File: config.mk
export PLATFORM = sky130hd
export DESIGN_NAME = pulse_rate_detector
export DESIGN_NICKNAME = d
export VERILOG_FILES = /design/src/sv/prd_pkg.sv /design/src/sv/prd_front.sv /design/src/sv/prd_fifo.sv /design/src/sv/prd_div.sv /design/src/sv/prd_back.sv /design/src/sv/pulse_rate_detector.sv
export VERILOG_INCLUDE_DIRS = /design/src /design/src/sv
export SDC_FILE = /design/constraint.sdc
export NUM_CORES = 1
export LEC_CHECK = 0
export ABC_AREA = 1
export BUFFER_PORTS_ARGS = -buffer_cell sky130_fd_sc_hd__buf_2
export CAP_MARGIN = 20
export CORE_MARGIN = 2
export CORE_UTILIZATION = 40
export DETAILED_ROUTE_END_ITERATION = 10
export SLEW_MARGIN = 30
export SYNTH_ARGS = -nofsm -noshare
export SYNTH_HDL_FRONTEND = slang
export SYNTH_HIERARCHICAL = 1
export SYNTH_SLANG_ARGS = --single-unit
File: constraint.sdc
create_clock -name clk_i -period 18 [get_ports clk_i]
set_input_delay 4.5 -clock clk_i [delete_from_list [all_inputs] [get_ports clk_i]]
set_output_delay 4.5 -clock clk_i [all_outputs]
set_load 0.03 [all_outputs]
File: src/sv/pulse_rate_detector_macros.svh
// Assertion macros used by the pulse rate detector back end.
`ifndef PULSE_RATE_DETECTOR_MACROS_SVH
`define PULSE_RATE_DETECTOR_MACROS_SVH

`ifndef ASSERT_OFF
// Property must hold at every clock edge outside reset.
`define PRD_ASSERT(name, clk, rst_n, prop, msg) \
  name: assert property (@(posedge clk) disable iff (!rst_n) prop) else $error(msg);
// Condition must never be true outside reset.
`define PRD_ASSERT_NEVER(name, clk, rst_n, cond, msg) \
  name: assert property (@(posedge clk) disable iff (!rst_n) !(cond)) else $error(msg);
`else
`define PRD_ASSERT(name, clk, rst_n, prop, msg)
`define PRD_ASSERT_NEVER(name, clk, rst_n, cond, msg)
`endif

`endif

File: src/sv/prd_pkg.sv
// Shared types and constants of the pulse rate detector.
package prd_pkg;

  localparam int TICK_W    = 32;
  localparam int THR_W     = 12;
  localparam int NUM_W     = 22;
  localparam int RATE_W    = 16;
  localparam int CFG_W     = 22;
  localparam int CFG_IDX_W = 2;

  // Levels are compared at this width so any sample width up to 16 bits fits.
  localparam int LVL_CMP_W = 16;

  // Depth of the beat queue between front and back.
  localparam int QUEUE_DEPTH = 2;

  // Configuration register indexes.
  localparam logic [CFG_IDX_W-1:0] CFG_BEAT_THRESHOLD = 2'd0;
  localparam logic [CFG_IDX_W-1:0] CFG_RATE_NUMERATOR = 2'd1;
  localparam logic [CFG_IDX_W-1:0] CFG_RATE_FLOOR     = 2'd2;
  localparam logic [CFG_IDX_W-1:0] CFG_RATE_CEILING   = 2'd3;

  // Reset values of the configuration registers.
  localparam logic [THR_W-1:0]  RST_BEAT_THRESHOLD = 12'd600;
  localparam logic [NUM_W-1:0]  RST_RATE_NUMERATOR = 22'd1200000;
  localparam logic [RATE_W-1:0] RST_RATE_FLOOR     = 16'd350;
  localparam logic [RATE_W-1:0] RST_RATE_CEILING   = 16'd1800;

  typedef struct packed {
    logic [THR_W-1:0]  beat_threshold;
    logic [NUM_W-1:0]  rate_numerator;
    logic [RATE_W-1:0] rate_floor;
    logic [RATE_W-1:0] rate_ceiling;
  } cfg_t;

endpackage

File: src/sv/prd_front.sv
// Front end: trimmed level, crossing detection and beat interval capture.
module prd_front import prd_pkg::*; #(
  parameter int SAMPLE_BITS = 12
) (
  input  logic                   clk_i,
  input  logic                   rst_ni,
  input  logic [SAMPLE_BITS-1:0] sample_a_i,
  input  logic [SAMPLE_BITS-1:0] sample_b_i,
  input  logic [SAMPLE_BITS-1:0] sample_c_i,
  input  logic [SAMPLE_BITS-1:0] sample_d_i,
  input  logic [TICK_W-1:0]      tick_now_i,
  input  logic                   in_valid_i,
  output logic                   in_ready_o,
  input  logic [THR_W-1:0]       beat_threshold_i,
  input  logic                   q_full_i,
  output logic                   q_push_o,
  output logic [TICK_W-1:0]      q_interval_o
);

  logic [SAMPLE_BITS-1:0] hi01, lo01, hi23, lo23, hi, lo;
  logic [SAMPLE_BITS+1:0] sum4;
  logic [SAMPLE_BITS+1:0] mid;
  logic [SAMPLE_BITS-1:0] level;
  logic                   accept;
  logic                   crossing;
  logic [TICK_W-1:0]      interval;

  logic                   primed_q, primed_d;
  logic [SAMPLE_BITS-1:0] prev_level_q, prev_level_d;
  logic [TICK_W-1:0]      last_tick_q, last_tick_d;

  // Drop the largest and smallest of the four samples, halve the sum of the other two.
  always_comb begin
    hi01 = (sample_a_i > sample_b_i) ? sample_a_i : sample_b_i;
    lo01 = (sample_a_i > sample_b_i) ? sample_b_i : sample_a_i;
    hi23 = (sample_c_i > sample_d_i) ? sample_c_i : sample_d_i;
    lo23 = (sample_c_i > sample_d_i) ? sample_d_i : sample_c_i;
    hi   = (hi01 > hi23) ? hi01 : hi23;
    lo   = (lo01 < lo23) ? lo01 : lo23;
    sum4 = (SAMPLE_BITS+2)'(sample_a_i) + (SAMPLE_BITS+2)'(sample_b_i)
         + (SAMPLE_BITS+2)'(sample_c_i) + (SAMPLE_BITS+2)'(sample_d_i);
    mid  = sum4 - (SAMPLE_BITS+2)'(hi) - (SAMPLE_BITS+2)'(lo);
    level = mid[SAMPLE_BITS:1];
  end

  // A rising crossing of the threshold marks a beat.
  assign crossing = (LVL_CMP_W'(prev_level_q) < LVL_CMP_W'(beat_threshold_i)) &&
                    (LVL_CMP_W'(level) >= LVL_CMP_W'(beat_threshold_i));
  assign interval = tick_now_i - last_tick_q;

  // Items stall only while the beat queue is full.
  assign in_ready_o   = !q_full_i;
  assign accept       = in_valid_i && in_ready_o;
  assign q_push_o     = accept && primed_q && crossing && (interval != '0);
  assign q_interval_o = interval;

  // The first item primes the level and beat time; crossings move the beat time.
  always_comb begin
    primed_d     = primed_q;
    prev_level_d = prev_level_q;
    last_tick_d  = last_tick_q;
    if (accept) begin
      primed_d     = 1'b1;
      prev_level_d = level;
      if (!primed_q || crossing) begin
        last_tick_d = tick_now_i;
      end
    end
  end

  always_ff @(posedge clk_i or negedge rst_ni) begin
    if (!rst_ni) begin
      primed_q     <= 1'b0;
      prev_level_q <= '0;
      last_tick_q  <= '0;
    end else begin
      primed_q     <= primed_d;
      prev_level_q <= prev_level_d;
      last_tick_q  <= last_tick_d;
    end
  end

endmodule

File: src/sv/prd_fifo.sv
// Short queue of beat intervals between the front and back ends.
module prd_fifo import prd_pkg::*; #(
  parameter int WIDTH = 32
) (
  input  logic             clk_i,
  input  logic             rst_ni,
  input  logic             push_i,
  input  logic [WIDTH-1:0] push_data_i,
  output logic             full_o,
  input  logic             pop_i,
  output logic [WIDTH-1:0] pop_data_o,
  output logic             empty_o
);

  localparam int PTR_W = (QUEUE_DEPTH > 1) ? $clog2(QUEUE_DEPTH) : 1;
  localparam int CNT_W = $clog2(QUEUE_DEPTH + 1);

  logic [WIDTH-1:0] mem_q [QUEUE_DEPTH];
  logic [PTR_W-1:0] wr_ptr_q, wr_ptr_d, rd_ptr_q, rd_ptr_d;
  logic [CNT_W-1:0] count_q, count_d;

  assign full_o     = (count_q == CNT_W'(QUEUE_DEPTH));
  assign empty_o    = (count_q == '0);
  assign pop_data_o = mem_q[rd_ptr_q];

  // Pointer wrap and occupancy count.
  always_comb begin
    wr_ptr_d = wr_ptr_q;
    rd_ptr_d = rd_ptr_q;
    count_d  = count_q;
    if (push_i) begin
      wr_ptr_d = (wr_ptr_q == PTR_W'(QUEUE_DEPTH - 1)) ? '0 : wr_ptr_q + 1'b1;
    end
    if (pop_i) begin
      rd_ptr_d = (rd_ptr_q == PTR_W'(QUEUE_DEPTH - 1)) ? '0 : rd_ptr_q + 1'b1;
    end
    if (push_i && !pop_i) begin
      count_d = count_q + 1'b1;
    end else if (pop_i && !push_i) begin
      count_d = count_q - 1'b1;
    end
  end

  always_ff @(posedge clk_i or negedge rst_ni) begin
    if (!rst_ni) begin
      wr_ptr_q <= '0;
      rd_ptr_q <= '0;
      count_q  <= '0;
    end else begin
      wr_ptr_q <= wr_ptr_d;
      rd_ptr_q <= rd_ptr_d;
      count_q  <= count_d;
    end
  end

  // Entry storage, no reset needed.
  always_ff @(posedge clk_i) begin
    if (push_i) begin
      mem_q[wr_ptr_q] <= push_data_i;
    end
  end

endmodule

File: src/sv/prd_div.sv
// Restoring divider, one quotient bit per cycle.
module prd_div #(
  parameter int DVD_W = 22,
  parameter int DVS_W = 32
) (
  input  logic             clk_i,
  input  logic             rst_ni,
  input  logic             start_i,
  input  logic [DVD_W-1:0] dividend_i,
  input  logic [DVS_W-1:0] divisor_i,
  output logic             busy_o,
  output logic [DVD_W-1:0] quotient_o
);

  localparam int CNT_W = $clog2(DVD_W + 1);

  logic             busy_q, busy_d;
  logic [CNT_W-1:0] cnt_q, cnt_d;
  logic [DVS_W-1:0] rem_q, rem_d;
  logic [DVD_W-1:0] quo_q, quo_d;
  logic [DVS_W-1:0] dvs_q, dvs_d;
  logic [DVS_W:0]   rem_sh;
  logic [DVS_W:0]   diff;
  logic             ge;

  // One trial subtraction of the shifted remainder.
  assign rem_sh = {rem_q, quo_q[DVD_W-1]};
  assign diff   = rem_sh - {1'b0, dvs_q};
  assign ge     = (rem_sh >= {1'b0, dvs_q});

  always_comb begin
    busy_d = busy_q;
    cnt_d  = cnt_q;
    rem_d  = rem_q;
    quo_d  = quo_q;
    dvs_d  = dvs_q;
    if (start_i) begin
      busy_d = 1'b1;
      cnt_d  = '0;
      rem_d  = '0;
      quo_d  = dividend_i;
      dvs_d  = divisor_i;
    end else if (busy_q) begin
      rem_d = ge ? diff[DVS_W-1:0] : rem_sh[DVS_W-1:0];
      quo_d = {quo_q[DVD_W-2:0], ge};
      cnt_d = cnt_q + 1'b1;
      if (cnt_q == CNT_W'(DVD_W - 1)) begin
        busy_d = 1'b0;
      end
    end
  end

  always_ff @(posedge clk_i or negedge rst_ni) begin
    if (!rst_ni) begin
      busy_q <= 1'b0;
      cnt_q  <= '0;
    end else begin
      busy_q <= busy_d;
      cnt_q  <= cnt_d;
    end
  end

  // Datapath registers, no reset needed.
  always_ff @(posedge clk_i) begin
    rem_q <= rem_d;
    quo_q <= quo_d;
    dvs_q <= dvs_d;
  end

  assign busy_o     = busy_q;
  assign quotient_o = quo_q;

endmodule

File: src/sv/prd_back.sv
// Back end: beat rate division, rate window and trimmed-mean result.
`include "pulse_rate_detector_macros.svh"
module prd_back import prd_pkg::*; #(
  parameter int WINDOW_LEN = 5
) (
  input  logic              clk_i,
  input  logic              rst_ni,
  input  cfg_t              cfg_i,
  input  logic              q_empty_i,
  input  logic [TICK_W-1:0] q_interval_i,
  output logic              q_pop_o,
  output logic              out_valid_o,
  input  logic              out_ready_i,
  output logic [RATE_W-1:0] smoothed_rate_o,
  output logic [RATE_W-1:0] latest_rate_o
);

  localparam int BEAT_W = $clog2(WINDOW_LEN + 1);
  localparam int SCAN_W = $clog2(WINDOW_LEN);
  localparam int SUM_W  = RATE_W + $clog2(WINDOW_LEN);

  // The trimmed sum is divided by WINDOW_LEN - 2 through a rounded-up reciprocal.
  // The extra three shift bits cover every divisor up to eight, so the floor is exact.
  localparam int MEAN_DIV = WINDOW_LEN - 2;
  localparam int MEAN_SH  = SUM_W + 3;
  localparam int MUL_W    = MEAN_SH + 1;
  localparam int PROD_W   = SUM_W + MUL_W;
  localparam logic [MUL_W-1:0] MEAN_MUL = MUL_W'((2**MEAN_SH + MEAN_DIV - 1) / MEAN_DIV);

  localparam logic [2:0] ST_IDLE     = 3'd0;
  localparam logic [2:0] ST_DIV_RATE = 3'd1;
  localparam logic [2:0] ST_CHECK    = 3'd2;
  localparam logic [2:0] ST_SCAN     = 3'd3;
  localparam logic [2:0] ST_TRIM     = 3'd4;
  localparam logic [2:0] ST_EMIT     = 3'd5;

  logic [2:0]        state_q, state_d;
  logic [RATE_W-1:0] window_q [WINDOW_LEN];
  logic [RATE_W-1:0] window_d [WINDOW_LEN];
  logic [BEAT_W-1:0] beats_q, beats_d;
  logic [SCAN_W-1:0] scan_q, scan_d;
  logic [SUM_W-1:0]  sum_q, sum_d;
  logic [RATE_W-1:0] max_q, max_d, min_q, min_d;
  logic [RATE_W-1:0] rate_q, rate_d;
  logic [RATE_W-1:0] mean_q, mean_d;
  logic              out_vld_q, out_vld_d;
  logic [RATE_W-1:0] out_smooth_q, out_smooth_d;
  logic [RATE_W-1:0] out_latest_q, out_latest_d;

  logic              div_start;
  logic [NUM_W-1:0]  div_dividend;
  logic [TICK_W-1:0] div_divisor;
  logic              div_busy;
  logic [NUM_W-1:0]  div_quo;
  logic              in_range;
  logic              out_load;
  logic [SUM_W-1:0]  trimmed;
  logic [PROD_W-1:0] mean_prod;

  // Divider for the beat rate.
  prd_div #(
    .DVD_W (NUM_W),
    .DVS_W (TICK_W)
  ) u_div (
    .clk_i      (clk_i),
    .rst_ni     (rst_ni),
    .start_i    (div_start),
    .dividend_i (div_dividend),
    .divisor_i  (div_divisor),
    .busy_o     (div_busy),
    .quotient_o (div_quo)
  );

  assign in_range  = (div_quo > NUM_W'(cfg_i.rate_floor)) &&
                     (div_quo < NUM_W'(cfg_i.rate_ceiling));
  assign trimmed   = sum_q - SUM_W'(max_q) - SUM_W'(min_q);
  assign mean_prod = PROD_W'(trimmed) * PROD_W'(MEAN_MUL);

  // Sequencer for one beat.
  always_comb begin
    state_d      = state_q;
    window_d     = window_q;
    beats_d      = beats_q;
    scan_d       = scan_q;
    sum_d        = sum_q;
    max_d        = max_q;
    min_d        = min_q;
    rate_d       = rate_q;
    mean_d       = mean_q;
    q_pop_o      = 1'b0;
    div_start    = 1'b0;
    div_dividend = cfg_i.rate_numerator;
    div_divisor  = q_interval_i;
    out_load     = 1'b0;
    unique case (state_q)
      ST_IDLE: begin
        if (!q_empty_i) begin
          q_pop_o   = 1'b1;
          div_start = 1'b1;
          state_d   = ST_DIV_RATE;
        end
      end
      ST_DIV_RATE: begin
        if (!div_busy) begin
          state_d = ST_CHECK;
        end
      end
      ST_CHECK: begin
        state_d = ST_IDLE;
        if (in_range) begin
          // Shift the new rate in at the top of the window.
          for (int i = 0; i < WINDOW_LEN - 1; i++) begin
            window_d[i] = window_q[i+1];
          end
          window_d[WINDOW_LEN-1] = div_quo[RATE_W-1:0];
          rate_d = div_quo[RATE_W-1:0];
          if (beats_q < BEAT_W'(WINDOW_LEN)) begin
            beats_d = beats_q + 1'b1;
          end else begin
            scan_d  = '0;
            sum_d   = '0;
            max_d   = '0;
            min_d   = '1;
            state_d = ST_SCAN;
          end
        end
      end
      ST_SCAN: begin
        // Visit one entry per cycle by rotating the window once around.
        sum_d = sum_q + SUM_W'(window_q[0]);
        if (window_q[0] > max_q) begin
          max_d = window_q[0];
        end
        if (window_q[0] < min_q) begin
          min_d = window_q[0];
        end
        for (int i = 0; i < WINDOW_LEN - 1; i++) begin
          window_d[i] = window_q[i+1];
        end
        window_d[WINDOW_LEN-1] = window_q[0];
        if (scan_q == SCAN_W'(WINDOW_LEN - 1)) begin
          state_d = ST_TRIM;
        end else begin
          scan_d = scan_q + 1'b1;
        end
      end
      ST_TRIM: begin
        mean_d  = mean_prod[MEAN_SH +: RATE_W];
        state_d = ST_EMIT;
      end
      ST_EMIT: begin
        if (!out_vld_q || out_ready_i) begin
          out_load = 1'b1;
          state_d  = ST_IDLE;
        end
      end
      default: begin
        state_d = ST_IDLE;
      end
    endcase
  end

  // Output register holds a result until it is taken.
  always_comb begin
    out_vld_d    = out_vld_q;
    out_smooth_d = out_smooth_q;
    out_latest_d = out_latest_q;
    if (out_load) begin
      out_vld_d    = 1'b1;
      out_smooth_d = mean_q;
      out_latest_d = rate_q;
    end else if (out_ready_i) begin
      out_vld_d = 1'b0;
    end
  end

  always_ff @(posedge clk_i or negedge rst_ni) begin
    if (!rst_ni) begin
      state_q   <= ST_IDLE;
      beats_q   <= '0;
      out_vld_q <= 1'b0;
    end else begin
      state_q   <= state_d;
      beats_q   <= beats_d;
      out_vld_q <= out_vld_d;
    end
  end

  // Window and working registers, no reset needed.
  always_ff @(posedge clk_i) begin
    window_q     <= window_d;
    scan_q       <= scan_d;
    sum_q        <= sum_d;
    max_q        <= max_d;
    min_q        <= min_d;
    rate_q       <= rate_d;
    mean_q       <= mean_d;
    out_smooth_q <= out_smooth_d;
    out_latest_q <= out_latest_d;
  end

  assign out_valid_o     = out_vld_q;
  assign smoothed_rate_o = out_smooth_q;
  assign latest_rate_o   = out_latest_q;

  // A result is only formed once the window is full.
  `PRD_ASSERT(a_result_window_full, clk_i, rst_ni, out_load |-> (beats_q == BEAT_W'(WINDOW_LEN)), "result with partial window")
  // The divider is never restarted while a division runs.
  `PRD_ASSERT(a_div_start_idle, clk_i, rst_ni, div_start |-> !div_busy, "divider restarted while busy")
  // The queue is never read while empty.
  `PRD_ASSERT_NEVER(a_pop_nonempty, clk_i, rst_ni, q_pop_o && q_empty_i, "pop from empty beat queue")

endmodule

File: src/sv/pulse_rate_detector.sv
// Each item is taken while the two-entry beat queue has room; only beats reach the back end.
// Each beat passes through the back end as pop, 22-step rate division and range check; a beat that
// yields a result also passes through window scan, trim and output load. Results wait in an output
// register until transferred. Reset (asynchronous, active low) clears the level history, beat count
// and queue, and loads the configuration registers with their defaults.
module pulse_rate_detector import prd_pkg::*; #(
  parameter int WINDOW_LEN  = 5,
  parameter int SAMPLE_BITS = 12
) (
  input  logic                   clk_i,
  input  logic                   rst_ni,
  input  logic                   in_valid_i,
  output logic                   in_ready_o,
  input  logic [SAMPLE_BITS-1:0] sample_a_i,
  input  logic [SAMPLE_BITS-1:0] sample_b_i,
  input  logic [SAMPLE_BITS-1:0] sample_c_i,
  input  logic [SAMPLE_BITS-1:0] sample_d_i,
  input  logic [TICK_W-1:0]      tick_now_i,
  output logic                   out_valid_o,
  input  logic                   out_ready_i,
  output logic [RATE_W-1:0]      smoothed_rate_o,
  output logic [RATE_W-1:0]      latest_rate_o,
  input  logic                   cfg_we_i,
  input  logic [CFG_IDX_W-1:0]   cfg_idx_i,
  input  logic [CFG_W-1:0]       cfg_wdata_i
);

  cfg_t              cfg_q, cfg_d;
  logic              q_push, q_full, q_pop, q_empty;
  logic [TICK_W-1:0] q_push_data, q_pop_data;

  // Configuration register writes.
  always_comb begin
    cfg_d = cfg_q;
    if (cfg_we_i) begin
      unique case (cfg_idx_i)
        CFG_BEAT_THRESHOLD: cfg_d.beat_threshold = cfg_wdata_i[THR_W-1:0];
        CFG_RATE_NUMERATOR: cfg_d.rate_numerator = cfg_wdata_i[NUM_W-1:0];
        CFG_RATE_FLOOR:     cfg_d.rate_floor     = cfg_wdata_i[RATE_W-1:0];
        CFG_RATE_CEILING:   cfg_d.rate_ceiling   = cfg_wdata_i[RATE_W-1:0];
      endcase
    end
  end

  always_ff @(posedge clk_i or negedge rst_ni) begin
    if (!rst_ni) begin
      cfg_q.beat_threshold <= RST_BEAT_THRESHOLD;
      cfg_q.rate_numerator <= RST_RATE_NUMERATOR;
      cfg_q.rate_floor     <= RST_RATE_FLOOR;
      cfg_q.rate_ceiling   <= RST_RATE_CEILING;
    end else begin
      cfg_q <= cfg_d;
    end
  end

  // Front end classifies each item and queues beat intervals.
  prd_front #(
    .SAMPLE_BITS (SAMPLE_BITS)
  ) u_front (
    .clk_i            (clk_i),
    .rst_ni           (rst_ni),
    .sample_a_i       (sample_a_i),
    .sample_b_i       (sample_b_i),
    .sample_c_i       (sample_c_i),
    .sample_d_i       (sample_d_i),
    .tick_now_i       (tick_now_i),
    .in_valid_i       (in_valid_i),
    .in_ready_o       (in_ready_o),
    .beat_threshold_i (cfg_q.beat_threshold),
    .q_full_i         (q_full),
    .q_push_o         (q_push),
    .q_interval_o     (q_push_data)
  );

  prd_fifo #(
    .WIDTH (TICK_W)
  ) u_fifo (
    .clk_i       (clk_i),
    .rst_ni      (rst_ni),
    .push_i      (q_push),
    .push_data_i (q_push_data),
    .full_o      (q_full),
    .pop_i       (q_pop),
    .pop_data_o  (q_pop_data),
    .empty_o     (q_empty)
  );

  // Back end turns intervals into rates and results.
  prd_back #(
    .WINDOW_LEN (WINDOW_LEN)
  ) u_back (
    .clk_i           (clk_i),
    .rst_ni          (rst_ni),
    .cfg_i           (cfg_q),
    .q_empty_i       (q_empty),
    .q_interval_i    (q_pop_data),
    .q_pop_o         (q_pop),
    .out_valid_o     (out_valid_o),
    .out_ready_i     (out_ready_i),
    .smoothed_rate_o (smoothed_rate_o),
    .latest_rate_o   (latest_rate_o)
  );

endmodule
* Yosys cells after proc, flatten, opt, wreduce, memory -nomap -nowiden
Memories as Yosys holds them, arrays and structs flattened. A register that Yosys moved wholly into a read port is not among the register bits.
Index checks and enable logic that the tools add are counted.
** Storage, ports and cells
- Register bits :: 380
- RAM bits :: 64
- Bits of input ports :: 109
- Output and inout bits :: 34
- Word-level logic and storage cells :: 167
- Memories :: 1
** Memory list
- u_fifo.mem_q :: depth 2, width 32, rd ports 1, clocked after Yosys merged registers in 1, wr ports 1, RTL line prd_fifo.sv:18 : logic [WIDTH-1:0] mem_q [QUEUE_DEPTH];
** Operators by class
- Add/subtract/negate cells :: 17
- Multiply operators :: 1
- Magnitude comparators :: 12
- Eq/ne operators :: 20
- Multiplexer cells :: 50
- Reduce and logical (&&, ||, !) cells :: 36
** Operators by type and width (count)
- $pmux 80 s2 :: 1
- $mux 16 :: 6
- $mux 80 :: 1
- $mux 12 :: 6
- $pmux 16 s2 :: 2
- $sub 32x32->32 :: 2
- $mux 22 :: 2
- $mux 19 :: 2
- $pmux 19 s2 :: 1
- $sub 19x16->19 :: 2
- $mul 19x20->37 const B :: 1
- $gt 12x12->1 :: 3
- $ge 33x32->1 :: 1
- $mux 32 :: 1
- $reduce_bool 32->1 :: 1
- $add 13x12->13 :: 2
- $sub 13x12->13 :: 2
- $lt 12x12->1 :: 2
- $mux 3 :: 8
- $gt 22x16->1 :: 1
- $lt 22x16->1 :: 1
- $add 19x16->19 :: 1
- $pmux 3 s6 :: 1
- $gt 16x16->1 :: 1
- 30 further kinds :: 85

* Logic depth before layout (Yosys ltp)
Gate-level depths: netlist of the first run.
- Depth in word-level cells :: 14
- Depth in mapped cells :: 56
- Depth with buffers taken out :: 52

* Modules after synthesis
The synthesis of the first run kept the hierarchy.
** By module, submodules not included
- prd_back :: instances 1, cells an instance 1775, area each 16678.5 um^2, seq. area each 6120.9 um^2
- prd_front :: instances 1, cells an instance 1340, area each 8531.9 um^2, seq. area each 1126.1 um^2
- prd_div :: instances 1, cells an instance 948, area each 6392.4 um^2, seq. area each 2412.3 um^2
- pulse_rate_detector :: instances 1, cells an instance 297, area each 2875.3 um^2, seq. area each 1679.1 um^2
- prd_fifo :: instances 1, cells an instance 125, area each 2668.8 um^2, seq. area each 2021.9 um^2

* Worst setup path after synthesis of the first run
Ideal clock, no wire load.
- Path type :: input port to flip-flop
- Start point :: input port sample_b_i[11]
- End point :: memory u_fifo.mem_q[0][0], enable pin
- Setup time :: 422 ps
- Arrival time :: 12971 ps
- Data required time :: 17578 ps
- Slack :: 4607 ps
- Stages on the path :: 47
- Path buffers :: 4
- Cells stage by stage :: inv_1 -> ha_1 -> nand2_1 -> nor2_2 -> and2_1 -> nand2_1 -> nand3_2 -> nand2_1 -> buf_2 -> buf_6 -> nand2_1 -> o21ai_0 -> ha_1 -> nand2_1 -> nor4_4 -> a21oi_1 -> a31oi_2 -> inv_2 -> [... 11 more ...] -> nor2_1 -> o21ai_1 -> a21boi_1 -> o21ai_0 -> or2_1 -> and2_1 -> ha_1 -> nand2_1 -> nor2_1 -> nand3_1 -> nand4_1 -> nand3_1 -> buf_2 -> nor2_1 -> nand2_1 -> inv_1 -> inv_1 -> nor2_1
** Between the ends
- Word-level cells in the longest chain between the ends :: 12
- Elaborated cells between the ends (all ways) :: 18
- Those cells by class :: add/sub: 5; order compare: 4; mux: 6; reduce/logical: 3
** RTL lines
- start: declaration :: RTL line pulse_rate_detector.sv:15 : input logic [SAMPLE_BITS-1:0] sample_b_i,
- parallel branches: the longest is 5 deep, another holds $add 12x12->13
- $sub 13x12->13 (*) :: RTL line prd_front.sv:42 : mid = sum4 - (SAMPLE_BITS+2)'(hi) - (SAMPLE_BITS+2)'(lo);
- named net u_front.mid[12] :: RTL line prd_front.sv:22 : logic [SAMPLE_BITS+1:0] mid;
- $ge 12x12->1 (*) :: RTL line prd_front.sv:48 : (LVL_CMP_W'(level) >= LVL_CMP_W'(beat_threshold_i));
- $logic_and 1x1->1 (*) :: RTL line prd_front.sv:47 : assign crossing = (LVL_CMP_W'(prev_level_q) < LVL_CMP_W'(beat_threshold_i)) &&
- $logic_and 1x1->1 (*) (2 in series) :: RTL line prd_front.sv:54 : assign q_push_o = accept && primed_q && crossing && (interval != '0);
- named net q_push :: RTL line pulse_rate_detector.sv:29 : logic q_push, q_full, q_pop, q_empty;
- $mux 1 (*) :: RTL line prd_fifo.sv:58 : if (push_i) begin
- $mux 1 (not written as such) (*) :: RTL line prd_fifo.sv:59 : mem_q[wr_ptr_q] <= push_data_i;
- end: declaration :: RTL line prd_fifo.sv:18
Mark *: on every way through the listed nets, which the timed path passes.

* Worst setup path after layout of the first run
- Start point :: input port sample_b_i[7]
- End point :: memory u_fifo.mem_q[0][15], enable pin
Same word-level chain as after synthesis.

==> tab_implementation.tex, run 1 <==
\begin{tabular}{lr}
\hline
Metric & Value \\
\hline
\multicolumn{2}{l}{\textbf{GRT}} \\
\quad Final global-route overflow total & 0 \\
\quad Number of antenna violations at the first check in global routing & 9 \\
\quad Global router's overall resource usage & 0.188 \\
\quad Wire length of the first global-routing pass & 145 mm \\
\quad Via count of the first global-routing pass & 27600 \\
\quad Maximum number of pins on one net before global-route repair & 82 \\
\multicolumn{2}{l}{\textbf{Drt}} \\
\quad Initial drt markers & between 1500 and 2000 \\
\quad First drt pass iteration count & 5 \\
\quad Routed vias/inst & 4.85 \\
\quad Final wirelength & between 80 and 90 mm \\
\quad Remaining antenna violation count & 0 \\
\quad Drc violations & 0 \\
\quad Total number of vias & 28600 \\
\quad Detailed-route wire length per cell & between 15 and 20 µm \\
\multicolumn{2}{l}{\textbf{Clocking}} \\
\quad Hold-fix buffers at CTS & 0 \\
\quad CTS tree & built \\
\quad Total clock sinks & around 480 \\
\quad Maximum root-to-sink buffer count & 3 \\
\quad Post-CTS setup-driven buffer insertion count & 0 \\
\quad Clock network latency to the later pin of the worst-skew pair & 640 ps \\
\quad Number of CTS-inserted buffers & 54 \\
\quad H-Tree Level Count & 2 \\
\quad Clock input transition at the sequential cells of the worst setup and hold paths & 60 ps \\
\quad Root buffer selected by CTS & sky130\_fd\_sc\_hd\_\_clkbuf\_16 \\
\quad \# resized after CTS & 0 \\
\multicolumn{2}{l}{\textbf{Final layout}} \\
\quad Synth-to-Final Area Change & 9.86\% \\
\quad Nets & between 5000 and 6000 \\
\quad Most common cell after layout, fill and taps aside & sky130\_fd\_sc\_hd\_\_nand2\_1 \\
\quad Commonest non-fill, non-tap cells in the layout & sky130\_fd\_sc\_hd\_\_nand2\_1 (1179), sky130\_fd\_sc\_hd\_\_inv\_1 (891), sky130\_fd\_sc\_hd\_\_ha\_1 (372) \\
\quad Share of post-route cells with drive strength above 1 & 0.0820 \\
\quad Number of fill cells in the layout & roughly 9000 \\
\multicolumn{2}{l}{\textbf{Floorplanning}} \\
\quad Die footprint & around 0.095 mm² \\
\quad Count of standard-cell rows & about 110 \\
\quad Height of the chip & between 300 and 400 µm \\
\quad Initial core utilization & 0.405 \\
\quad Die X-Extent & 309 µm \\
\quad Top-level I/O count & 143 \\
\quad Core footprint & about 0.092 mm² \\
\multicolumn{2}{l}{\textbf{Placed design}} \\
\quad Number of input and output port buffers inserted & 142 \\
\quad Post-DP HPWL & between 70 and 80 mm \\
\quad Routability congestion estimate from global placement & 0.940 \\
\multicolumn{2}{l}{\textbf{Worst setup path}} \\
\quad Buffers \& Inverters on Critical Path & 10 \\
\quad Length in cells of the worst reg-to-reg path & 26 \\
\quad Data arrival time of the critical path & 13530 ps \\
\quad Most frequent cell on the critical path & sky130\_fd\_sc\_hd\_\_nand2\_1 \\
\quad Worst flop-to-flop path startpoint & u\_back/sum\_q[9]\$\_SDFFCE\_PN0P\_ \\
\quad Critical Path Source Type & input pin \\
\quad WS Path Type & input pin to flop \\
\quad Reg2Reg Setup Slack & 10330 ps \\
\quad Crit-path max cell delay & 540 ps \\
\quad Capturing element type of the critical path & flop \\
\quad Depth of the critical timing path with buffers and inverters included & between 40 and 50 \\
\quad Worst R2R End & u\_back/mean\_q[10]\$\_DFFE\_PP\_ \\
\quad Top fanout value on the critical path & just over 60 \\
\quad Cell family with the largest share of critical-path delay & simple AND/OR/NAND/NOR gates \\
\quad Critical path endpoint & u\_fifo/mem\_q[0][15]\$\_DFFE\_PP\_ \\
\quad Worst setup path startpoint & sample\_b\_i[7] \\
\quad Cell with the largest stage delay on the worst path & sky130\_fd\_sc\_hd\_\_fa\_1 \\
\quad Required time at the endpoint of the critical path & 18290 ps \\
\multicolumn{2}{l}{\textbf{Hold path}} \\
\quad Type of the worst min-delay path & flop to flop \\
\quad Worst hold path startpoint & u\_back/window\_q[54]\$\_DFFE\_PP\_ \\
\multicolumn{2}{l}{\textbf{Timing}} \\
\quad Final setup violation count & 0 \\
\quad Final critical delay including setup and external delays & 13250 ps \\
\quad Number of max-slew violations in the final report & 0 \\
\quad Unrepaired setup endpoints after global routing & no \\
\quad Fin Setup TNS & 0 ps \\
\quad Final clock period utilization by the worst path & 0.736 \\
\quad Maximum clock frequency & 0.0755 GHz \\
\quad Final hold violation count & 0 \\
\quad Worst-case headroom to the max-slew limit & 0.380 \\
\quad Worst-Margin Slew & just over 900 ps \\
\quad Final setup skew & 48.7 ps \\
\multicolumn{2}{l}{\textbf{Yosys}} \\
\quad Synth Register Bits & 476 \\
\quad Fraction of synthesis flops using an asynchronous set or reset pin & 0.269 \\
\quad Yosys synthesis warning count & 6 \\
\quad Number of enable flip-flop cells after synthesis & 316 \\
\quad Post-synth design cell area & 0.0371 mm² \\
\quad Portion of the post-synthesis area used by sequential elements & 0.360 \\
\quad Synthesized Nets & 5132 \\
\quad Gate count of the mapped netlist & 4485 \\
\quad Netlist cell types & between 60 and 70 \\
\quad Most used DFF post-synth & sky130\_fd\_sc\_hd\_\_edfxtp\_1 \\
\quad Post-synthesis average cell area & 8.28 µm² \\
\multicolumn{2}{l}{\textbf{Job}} \\
\quad Number of max-capacitance violations reported & 0 \\
\multicolumn{2}{l}{\textbf{Run status}} \\
\quad Outcome & complete, no violations \\
\hline
\end{tabular}
-- cell usage after synthesis (all sizes together), types with 8 or more instances --
cell / instances / area share
a21o: 18 / 0.0036
xor2: 37 / 0.0087
dfstp: 22 / 0.016
o21ai: 133 / 0.019
a21oi: 238 / 0.032
nand4: 88 / 0.015
nor3: 31 / 0.0049
ha: 372 / 0.13
nand2: 1199 / 0.12
inv: 898 / 0.091
a31oi: 35 / 0.0061
nor2: 336 / 0.035
edfxtp: 316 / 0.26
nor4: 8 / 0.0019
and2: 9 / 0.0016
dfxtp: 32 / 0.017
fa: 166 / 0.089
mux2: 32 / 0.013
o21bai: 20 / 0.0040
clkbuf: 23 / 0.0023
buf: 65 / 0.014
nand3b: 18 / 0.0036
o21a: 11 / 0.0022
dfrtp: 106 / 0.071
nand3: 211 / 0.031
xnor2: 36 / 0.0085
-- area by class of cell --
class | instances | area [µm²] | share of cell area
Antenna cell | 2 | 5.00 | 0.000123
Clock buffer | 72 | 1470 | 0.0360
Clock inverter | 30 | 333 | 0.00816
Inverter | 899 | 3380 | 0.0828
Multi-Input combinational cell | 3022 | 19800 | 0.486
Sequential cell | 476 | 13400 | 0.327
Tap cell | 1243 | 1560 | 0.0381
Timing Repair Buffer | 158 | 857 | 0.0210
-- per-stage QoR --
stage | hold slack (ps) | cell area, µm² | util | setup WS, ps | cells
global placement | 400 | 39000 | 0.424 | 4310 | 5797
finish | 386 | 40800 | 0.445 | 4750 | 5902
detailed placement | 405 | 39000 | 0.425 | 4130 | 5798
floorplan | 400 | 37100 | - | 4610 | 4485
CTS | 387 | 40800 | 0.444 | 4780 | 5900
global route | 392 | 40800 | 0.445 | 3880 | 5902
-- cell families (layout without fill, tap and decap cells) --
| group | Yosys count | count (layout) | share of synthesized area |
|---|---|---|---|
| compound gates | 475 | 475 | 0.0718 |
| buf+inv | 987 | 1159 | 0.108 |
| fa+ha+maj | 538 | 538 | 0.215 |
| flops | 476 | 476 | 0.360 |
| xor+xnor | 73 | 73 | 0.0172 |
| other cells | 0 | 2 | 0 |
| simple gates | 1904 | 1904 | 0.216 |
| mux | 32 | 32 | 0.0126 |
-- routing by layer --
metal / wire (µm) / up-vias / global-route usage
met1: 42300 / 13400 / 0.265
met4: 1660 / 14 / 0.0385
met2: 40700 / 507 / 0.310
li1: - / 14600 / -
met5: 87 / - / 0
met3: 4000 / 107 / 0.0255
-- worst register-to-register path: cells and delay by family (launching register included) --
kind	cells	cell delay, ps
adders and majority gates	9	4310
xor gates and xnor gates	1	400
and+or+nand+nor	5	410
AOI/OAI and AO/OA	7	1440
DFF	1	420
buffers and inverters	4	430
-- worst min path at each step --
stage,end,cells after the start
5_1_grt,u_back/window_q[70]$_DFFE_PP_,0
3_5_place_dp,u_back/latest_rate_o[4]$_DFFE_PP_,0
3_3_place_gp,u_back/window_q[56]$_DFFE_PP_,0
2_1_floorplan,u_back/latest_rate_o[0]$_DFFE_PP_,0
6_report,u_back/window_q[70]$_DFFE_PP_,0
4_1_cts,u_back/window_q[70]$_DFFE_PP_,0
-- flip-flops by register name (all words and copies together) (netlist names), 19 cells and up --
signal,count
cfg_q,66
u_back/sum_q,19
u_back/u_div/dvs_q,32
u_back/u_div/quotient_o,22
u_back/u_div/rem_q,32
u_back/window_q,80
u_fifo/mem_q,64
u_front/last_tick_q,32
Power of run 1 is not shown: default switching activity piles up to over one toggle a cycle in this logic, so the estimate is an artifact.
==> inputs of run 2 (changes only) <==
==> constraint.sdc (replaced) <==
create_clock -name clk_i -period 13.3 [get_ports clk_i]
set_input_delay 3.325 -clock clk_i [delete_from_list [all_inputs] [get_ports clk_i]]
set_output_delay 3.325 -clock clk_i [all_outputs]
set_load 0.03 [all_outputs]
==> tab_implementation.tex, run 2 (synthesized netlist as in run 1, its figures left out) <==
\begin{tabular}{lr}
\hline
Metric & Value \\
\hline
\multicolumn{2}{l}{\textbf{Placed design}} \\
\quad Post-DP HPWL & 70.9 mm (-0.85\%) \\
\quad Number of input and output port buffers inserted & 142 (unchanged) \\
\quad Routability congestion estimate from global placement & 0.946 (+0.58\%) \\
\quad Placed standard-cell area & 0.0390 mm² (about the same) \\
\multicolumn{2}{l}{\textbf{Clocking}} \\
\quad Number of CTS-inserted buffers & 53 (-1.9\%) \\
\quad \# resized after CTS & 0 (unchanged) \\
\quad CTS tree & built \\
\quad Root buffer selected by CTS & sky130\_fd\_sc\_hd\_\_clkbuf\_16 \\
\quad Clock network latency to the later pin of the worst-skew pair & 630 ps (about the same) \\
\quad Hold-fix buffers at CTS & 0 (unchanged) \\
\quad H-Tree Level Count & 2 (unchanged) \\
\quad Post-CTS setup-driven buffer insertion count & 0 (unchanged) \\
\quad Clock input transition at the sequential cells of the worst setup and hold paths & 60 ps (about the same) \\
\quad Maximum root-to-sink buffer count & 3 (unchanged) \\
\quad Total clock sinks & 476 (unchanged) \\
\multicolumn{2}{l}{\textbf{Worst setup path}} \\
\quad Data arrival time of the critical path & 12130 ps (-1400 ps) \\
\quad WS Path Type & input pin to flop \\
\quad Capturing element type of the critical path & flop \\
\quad Most frequent cell on the critical path & sky130\_fd\_sc\_hd\_\_inv\_1 \\
\quad Required time at the endpoint of the critical path & 13560 ps (-4730 ps) \\
\quad Cell with the largest stage delay on the worst path & sky130\_fd\_sc\_hd\_\_nand2\_1 \\
\quad Crit-path max cell delay & 650 ps (+110 ps) \\
\quad Top fanout value on the critical path & 32 (-48\%) \\
\quad Critical Path Source Type & input pin \\
\multicolumn{2}{l}{\textbf{Floorplanning}} \\
\quad Count of standard-cell rows & 111 (unchanged) \\
\quad Die footprint & 0.0953 mm² (unchanged) \\
\quad Core footprint & 0.0918 mm² (unchanged) \\
\quad Height of the chip & 309 µm (unchanged) \\
\quad Initial core utilization & 0.405 (unchanged) \\
\quad Top-level I/O count & 143 (unchanged) \\
\quad Die X-Extent & 309 µm (unchanged) \\
\multicolumn{2}{l}{\textbf{Drt}} \\
\quad Detailed-route wire length per cell & 15.0 µm (-0.16\%) \\
\quad Routed vias/inst & 4.84 (-0.15\%) \\
\quad Total number of vias & 28500 (-0.23\%) \\
\quad First drt pass iteration count & 5 (unchanged) \\
\quad Final wirelength & 88.6 mm (-0.24\%) \\
\quad Drc violations & 0 (unchanged) \\
\quad Remaining antenna violation count & 0 (unchanged) \\
\quad Initial drt markers & 1566 (-1.4\%) \\
\multicolumn{2}{l}{\textbf{Final layout}} \\
\quad Largest Register & u\_back/window\_q \\
\quad Commonest non-fill, non-tap cells in the layout & sky130\_fd\_sc\_hd\_\_nand2\_1 (1179), sky130\_fd\_sc\_hd\_\_inv\_1 (891), sky130\_fd\_sc\_hd\_\_ha\_1 (372) \\
\quad Nets & 5257 (-0.019\%) \\
\quad Synth-to-Final Area Change & 9.71\% \\
\quad Design Area, Final & 0.0408 mm² (-0.13\%) \\
\quad Registers with the highest flip-flop counts & u\_back/window\_q x80, cfg\_q x66, u\_fifo/mem\_q x64 \\
\quad Number of flip-flops under the largest register name & 80 (unchanged) \\
\quad Most common cell after layout, fill and taps aside & sky130\_fd\_sc\_hd\_\_nand2\_1 \\
\quad Share of post-route cells with drive strength above 1 & 0.0830 (+0.000930) \\
\multicolumn{2}{l}{\textbf{Run status}} \\
\quad Outcome & complete, no violations \\
\multicolumn{2}{l}{\textbf{Timing}} \\
\quad Final critical delay including setup and external delays & 11870 ps \\
\quad Number of max-slew violations in the final report & 0 (unchanged) \\
\quad Unrepaired setup endpoints after global routing & no \\
\quad Worst-Margin Slew & 1000 ps (+75.5 ps) \\
\quad Worst-case headroom to the max-slew limit & 0.329 (-0.0505) \\
\quad Worst-case hold slack & 402 ps (+15.5 ps) \\
\quad Final setup violation count & 0 (unchanged) \\
\quad Final hold violation count & 0 (unchanged) \\
\quad Final setup skew & 39.8 ps (-8.91 ps) \\
\quad Final clock period utilization by the worst path & 0.892 \\
\quad Fin Setup TNS & 0 ps (unchanged) \\
\quad Maximum clock frequency & 0.0843 GHz \\
\multicolumn{2}{l}{\textbf{GRT}} \\
\quad Via count of the first global-routing pass & 27500 (-0.41\%) \\
\quad Wire length of the first global-routing pass & 144 mm (-0.74\%) \\
\quad Global router's overall resource usage & 0.187 (-0.000978) \\
\quad Final global-route overflow total & 0 (unchanged) \\
\quad Number of antenna violations at the first check in global routing & 10 (+1) \\
\quad Maximum number of pins on one net before global-route repair & 82 (unchanged) \\
\multicolumn{2}{l}{\textbf{Hold path}} \\
\quad Type of the worst min-delay path & flop to flop \\
\multicolumn{2}{l}{\textbf{Job}} \\
\quad Number of max-capacitance violations reported & 0 (unchanged) \\
\hline
\end{tabular}
run 2: changes by cell type in the layout (fill, tap and decap cells not counted), sizes merged:
cell,change
diode,-1
clkinvlp,+1
bufinv,-1
clkbuf,-1
clkinv,-2
inv,-1
run 2: worst max-delay path, delay by kind of cell:
family,cells,cell delay (ps)
buf+inv,10,1440
fa+ha+maj,7,2810
compound gates,12,2030
simple gates,16,2520
run 2: per-stage QoR:
step | utilization | setup slack [ps] | cells
2_1_floorplan | - | 1080 | 4485
3_3_place_gp | 0.424 | 968 | 5797
3_5_place_dp | 0.425 | 793 | 5798
4_1_cts | 0.444 | 1440 | 5896
5_1_grt | 0.444 | 557 | 5896
6_report | 0.444 | 1430 | 5897
run 2: area by class of cell:
type                            count  area [µm²]
Inverter                          899        3380
Sequential cell                   476       13400
Multi-Input combinational cell   3022       19900
Fill cell                        9196       51000
Clock buffer                       71        1470
Clock inverter                     27         272
Antenna cell                        1        2.50
Timing Repair Buffer              158         850
Tap cell                         1243        1560
run 2: metal layers:
layer / share of wire / up-vias / GRT usage
li1: - / 14600 / -
met4: 0.021 / 16 / 0.0422
met3: 0.045 / 128 / 0.0256
met1: 0.48 / 13300 / 0.264
met2: 0.45 / 501 / 0.306
met5: 0.0011 / - / 0
run 2: path summary, 6_finish.rpt:
kind                                                    start                                  end  slack (ps)  cells after the start
worst max-delay path                            sample_d_i[9]        u_fifo/mem_q[0][12]$_DFFE_PP_        1430                     45
worst min-delay path               u_back/rate_q[1]$_DFFE_PP_    u_back/latest_rate_o[1]$_DFFE_PP_         400                      0
worst max register to register  u_back/sum_q[9]$_SDFFCE_PN0P_          u_back/mean_q[14]$_DFFE_PP_        5630                     28
worst min register to register     u_back/rate_q[1]$_DFFE_PP_    u_back/latest_rate_o[1]$_DFFE_PP_         400                      0
max in group asynchronous                              rst_ni                cfg_q[55]$_DFFE_PN0P_        9290                      2
min in group asynchronous                              rst_ni  u_front/last_tick_q[26]$_DFFE_PN0P_        2700                      1
Power of run 2 is left out for the same reason.
==> inputs of run 3 (changes only) <==
--- a/config.mk
+++ b/config.mk
@@ -9,7 +9,7 @@
 export ABC_AREA = 1
 export BUFFER_PORTS_ARGS = -buffer_cell sky130_fd_sc_hd__buf_2
 export CAP_MARGIN = 20
-export CORE_MARGIN = 2
+export CORE_MARGIN = 5
 export CORE_UTILIZATION = 40
 export DETAILED_ROUTE_END_ITERATION = 10
 export SLEW_MARGIN = 30
==> tab_implementation.tex, run 3 (synthesized netlist as in run 1, its figures left out) <==
\begin{tabular}{lr}
\hline
Metric & Value \\
\hline
\multicolumn{2}{l}{\textbf{Clocking}} \\
\quad Root buffer selected by CTS & sky130\_fd\_sc\_hd\_\_clkbuf\_16 \\
\quad \# resized after CTS & 0 (unchanged) \\
\quad Clock network latency to the later pin of the worst-skew pair & 640 ps (about the same) \\
\quad Total clock sinks & 476 (unchanged) \\
\quad Maximum root-to-sink buffer count & 3 (unchanged) \\
\quad Number of CTS-inserted buffers & 53 (unchanged) \\
\quad H-Tree Level Count & 2 (unchanged) \\
\quad CTS tree & built \\
\quad Hold-fix buffers at CTS & 0 (unchanged) \\
\quad Post-CTS setup-driven buffer insertion count & 0 (unchanged) \\
\quad Clock input transition at the sequential cells of the worst setup and hold paths & 60 ps (about the same) \\
\multicolumn{2}{l}{\textbf{Worst setup path}} \\
\quad Required time at the endpoint of the critical path & 13600 ps (+40 ps) \\
\quad Cell family with the largest share of critical-path delay & adder cells \\
\quad WS Path Type & input pin to flop \\
\quad Top fanout value on the critical path & 32 (unchanged) \\
\quad Depth of the critical timing path with buffers and inverters included & 45 (unchanged) \\
\quad Most frequent cell on the critical path & sky130\_fd\_sc\_hd\_\_inv\_1 \\
\quad Worst R2R End & u\_back/mean\_q[10]\$\_DFFE\_PP\_ \\
\quad Data arrival time of the critical path & 12150 ps (+20 ps) \\
\quad Critical Path Source Type & input pin \\
\quad Capturing element type of the critical path & flop \\
\quad Critical path endpoint & u\_fifo/mem\_q[0][30]\$\_DFFE\_PP\_ \\
\quad Reg2Reg Setup Slack & 5600 ps (-30 ps) \\
\quad Cell with the largest stage delay on the worst path & sky130\_fd\_sc\_hd\_\_fa\_1 \\
\quad Worst setup path startpoint & sample\_d\_i[6] \\
\quad Worst flop-to-flop path startpoint & u\_back/sum\_q[9]\$\_SDFFCE\_PN0P\_ \\
\quad Crit-path max cell delay & 540 ps (-110 ps) \\
\quad Buffers \& Inverters on Critical Path & 11 (+1) \\
\quad Length in cells of the worst reg-to-reg path & 26 (-7.1\%) \\
\multicolumn{2}{l}{\textbf{GRT}} \\
\quad Wire length of the first global-routing pass & 146 mm (+1.4\%) \\
\quad Via count of the first global-routing pass & 28000 (+1.9\%) \\
\quad Maximum number of pins on one net before global-route repair & 82 (unchanged) \\
\quad Number of antenna violations at the first check in global routing & 13 (+3) \\
\quad Global router's overall resource usage & 0.180 (-0.00691) \\
\quad Final global-route overflow total & 0 (unchanged) \\
\multicolumn{2}{l}{\textbf{Drt}} \\
\quad Drc violations & 0 (unchanged) \\
\quad Initial drt markers & 1722 (+10\%) \\
\quad Remaining antenna violation count & 0 (unchanged) \\
\quad Detailed-route wire length per cell & 15.2 µm (+1.3\%) \\
\quad Total number of vias & 28600 (+0.34\%) \\
\quad First drt pass iteration count & 5 (unchanged) \\
\quad Routed vias/inst & 4.85 (+0.18\%) \\
\quad Final wirelength & 89.9 mm (+1.5\%) \\
\multicolumn{2}{l}{\textbf{Floorplanning}} \\
\quad Count of standard-cell rows & 111 (unchanged) \\
\quad Die X-Extent & 315 µm (+1.9\%) \\
\quad Die footprint & 0.0991 mm² (+3.9\%) \\
\quad Core footprint & 0.0919 mm² (+0.15\%) \\
\quad Height of the chip & 315 µm (+1.9\%) \\
\quad Top-level I/O count & 143 (unchanged) \\
\quad Initial core utilization & 0.404 (-0.000611) \\
\multicolumn{2}{l}{\textbf{Final layout}} \\
\quad Design Area, Final & 0.0409 mm² (+0.40\%) \\
\quad Share of post-route cells with drive strength above 1 & 0.0827 (-0.000304) \\
\quad Commonest non-fill, non-tap cells in the layout & sky130\_fd\_sc\_hd\_\_nand2\_1 (1178), sky130\_fd\_sc\_hd\_\_inv\_1 (891), sky130\_fd\_sc\_hd\_\_ha\_1 (372) \\
\quad Most common cell after layout, fill and taps aside & sky130\_fd\_sc\_hd\_\_nand2\_1 \\
\quad Number of fill cells in the layout & 9201 (+0.054\%) \\
\quad Largest Register & u\_back/window\_q \\
\quad Nets & 5260 (+0.057\%) \\
\quad Number of flip-flops under the largest register name & 80 (unchanged) \\
\quad Registers with the highest flip-flop counts & u\_back/window\_q x80, cfg\_q x66, u\_fifo/mem\_q x64 \\
\quad Synth-to-Final Area Change & 10.1\% \\
\multicolumn{2}{l}{\textbf{Placed design}} \\
\quad Post-DP HPWL & 72.3 mm (+1.9\%) \\
\quad Routability congestion estimate from global placement & 0.907 (-4.1\%) \\
\quad Placed standard-cell area & 0.0390 mm² (about the same) \\
\quad Number of input and output port buffers inserted & 142 (unchanged) \\
\multicolumn{2}{l}{\textbf{Timing}} \\
\quad Worst-case headroom to the max-slew limit & 0.359 (+0.0299) \\
\quad Final hold violation count & 0 (unchanged) \\
\quad Fin Setup TNS & 0 ps (unchanged) \\
\quad Final critical delay including setup and external delays & 11850 ps (-16.5 ps) \\
\quad Maximum clock frequency & 0.0844 GHz (+0.14\%) \\
\quad Worst-Margin Slew & 958 ps (-44.7 ps) \\
\quad Final setup violation count & 0 (unchanged) \\
\quad Final setup skew & 35.9 ps (-3.93 ps) \\
\quad Final clock period utilization by the worst path & 0.891 (-0.00124) \\
\quad Number of max-slew violations in the final report & 0 (unchanged) \\
\quad Unrepaired setup endpoints after global routing & no \\
\multicolumn{2}{l}{\textbf{Run status}} \\
\quad Outcome & complete, no violations \\
\multicolumn{2}{l}{\textbf{Job}} \\
\quad Number of max-capacitance violations reported & 0 (unchanged) \\
\multicolumn{2}{l}{\textbf{Hold path}} \\
\quad Type of the worst min-delay path & flop to flop \\
\hline
\end{tabular}
-- run 3: area by class of cell --
class,count,area (µm²),area share
Antenna cell,5,12.5,0.000306
Clock buffer,75,1470,0.0359
Clock inverter,25,407,0.00994
Inverter,899,3380,0.0825
Multi-Input combinational cell,3022,19900,0.485
Sequential cell,476,13400,0.327
Tap cell,1243,1560,0.0380
Timing Repair Buffer,161,880,0.0215
-- run 3: through the flow --
| step | util | worst slack (ps) | hold slack [ps] | cells |
|---|---|---|---|---|
| 5_1_grt | 0.445 | 743 | 402 | 5901 |
| 3_3_place_gp | 0.424 | 930 | 401 | 5800 |
| 2_1_floorplan | - | 1080 | 400 | 4485 |
| 3_5_place_dp | 0.424 | 800 | 405 | 5801 |
| 4_1_cts | 0.445 | 1490 | 386 | 5901 |
| 6_report | 0.445 | 1450 | 400 | 5906 |
-- run 3: metal layers --
metal	track usage	up-vias	routed length [µm]
li1	-	14600	-
met1	0.253	13400	42100
met2	0.294	564	40800
met3	0.0303	125	4920
met4	0.0419	8	1950
met5	0	-	57
-- run 3: worst reg2reg max path, delay by kind of cell (launching register included) --
kind,cells,cell delay (ps)
AOI/OAI and AO/OA,7,1430
xor gates and xnor gates,1,410
adders and majority gates,9,4350
buffers and inverters,4,410
DFF,1,430
and+or+nand+nor,5,420
-- run 3: how the worst min path moves through the flow --
| stage | startpoint | end | slack (ps) | depth (start not counted) |
|---|---|---|---|---|
| 2_1_floorplan | u_back/rate_q[0]$_DFFE_PP_ | u_back/latest_rate_o[0]$_DFFE_PP_ | 400 | 0 |
| 3_3_place_gp | u_back/window_q[43]$_DFFE_PP_ | u_back/window_q[59]$_DFFE_PP_ | 400 | 0 |
| 4_1_cts | u_back/window_q[4]$_DFFE_PP_ | u_back/window_q[20]$_DFFE_PP_ | 390 | 0 |
| 6_report | u_back/window_q[4]$_DFFE_PP_ | u_back/window_q[20]$_DFFE_PP_ | 400 | 0 |
| 3_5_place_dp | u_back/window_q[49]$_DFFE_PP_ | u_back/window_q[65]$_DFFE_PP_ | 400 | 0 |
| 5_1_grt | u_back/window_q[17]$_DFFE_PP_ | u_back/window_q[33]$_DFFE_PP_ | 400 | 0 |
Power of run 3 is left out for the same reason.
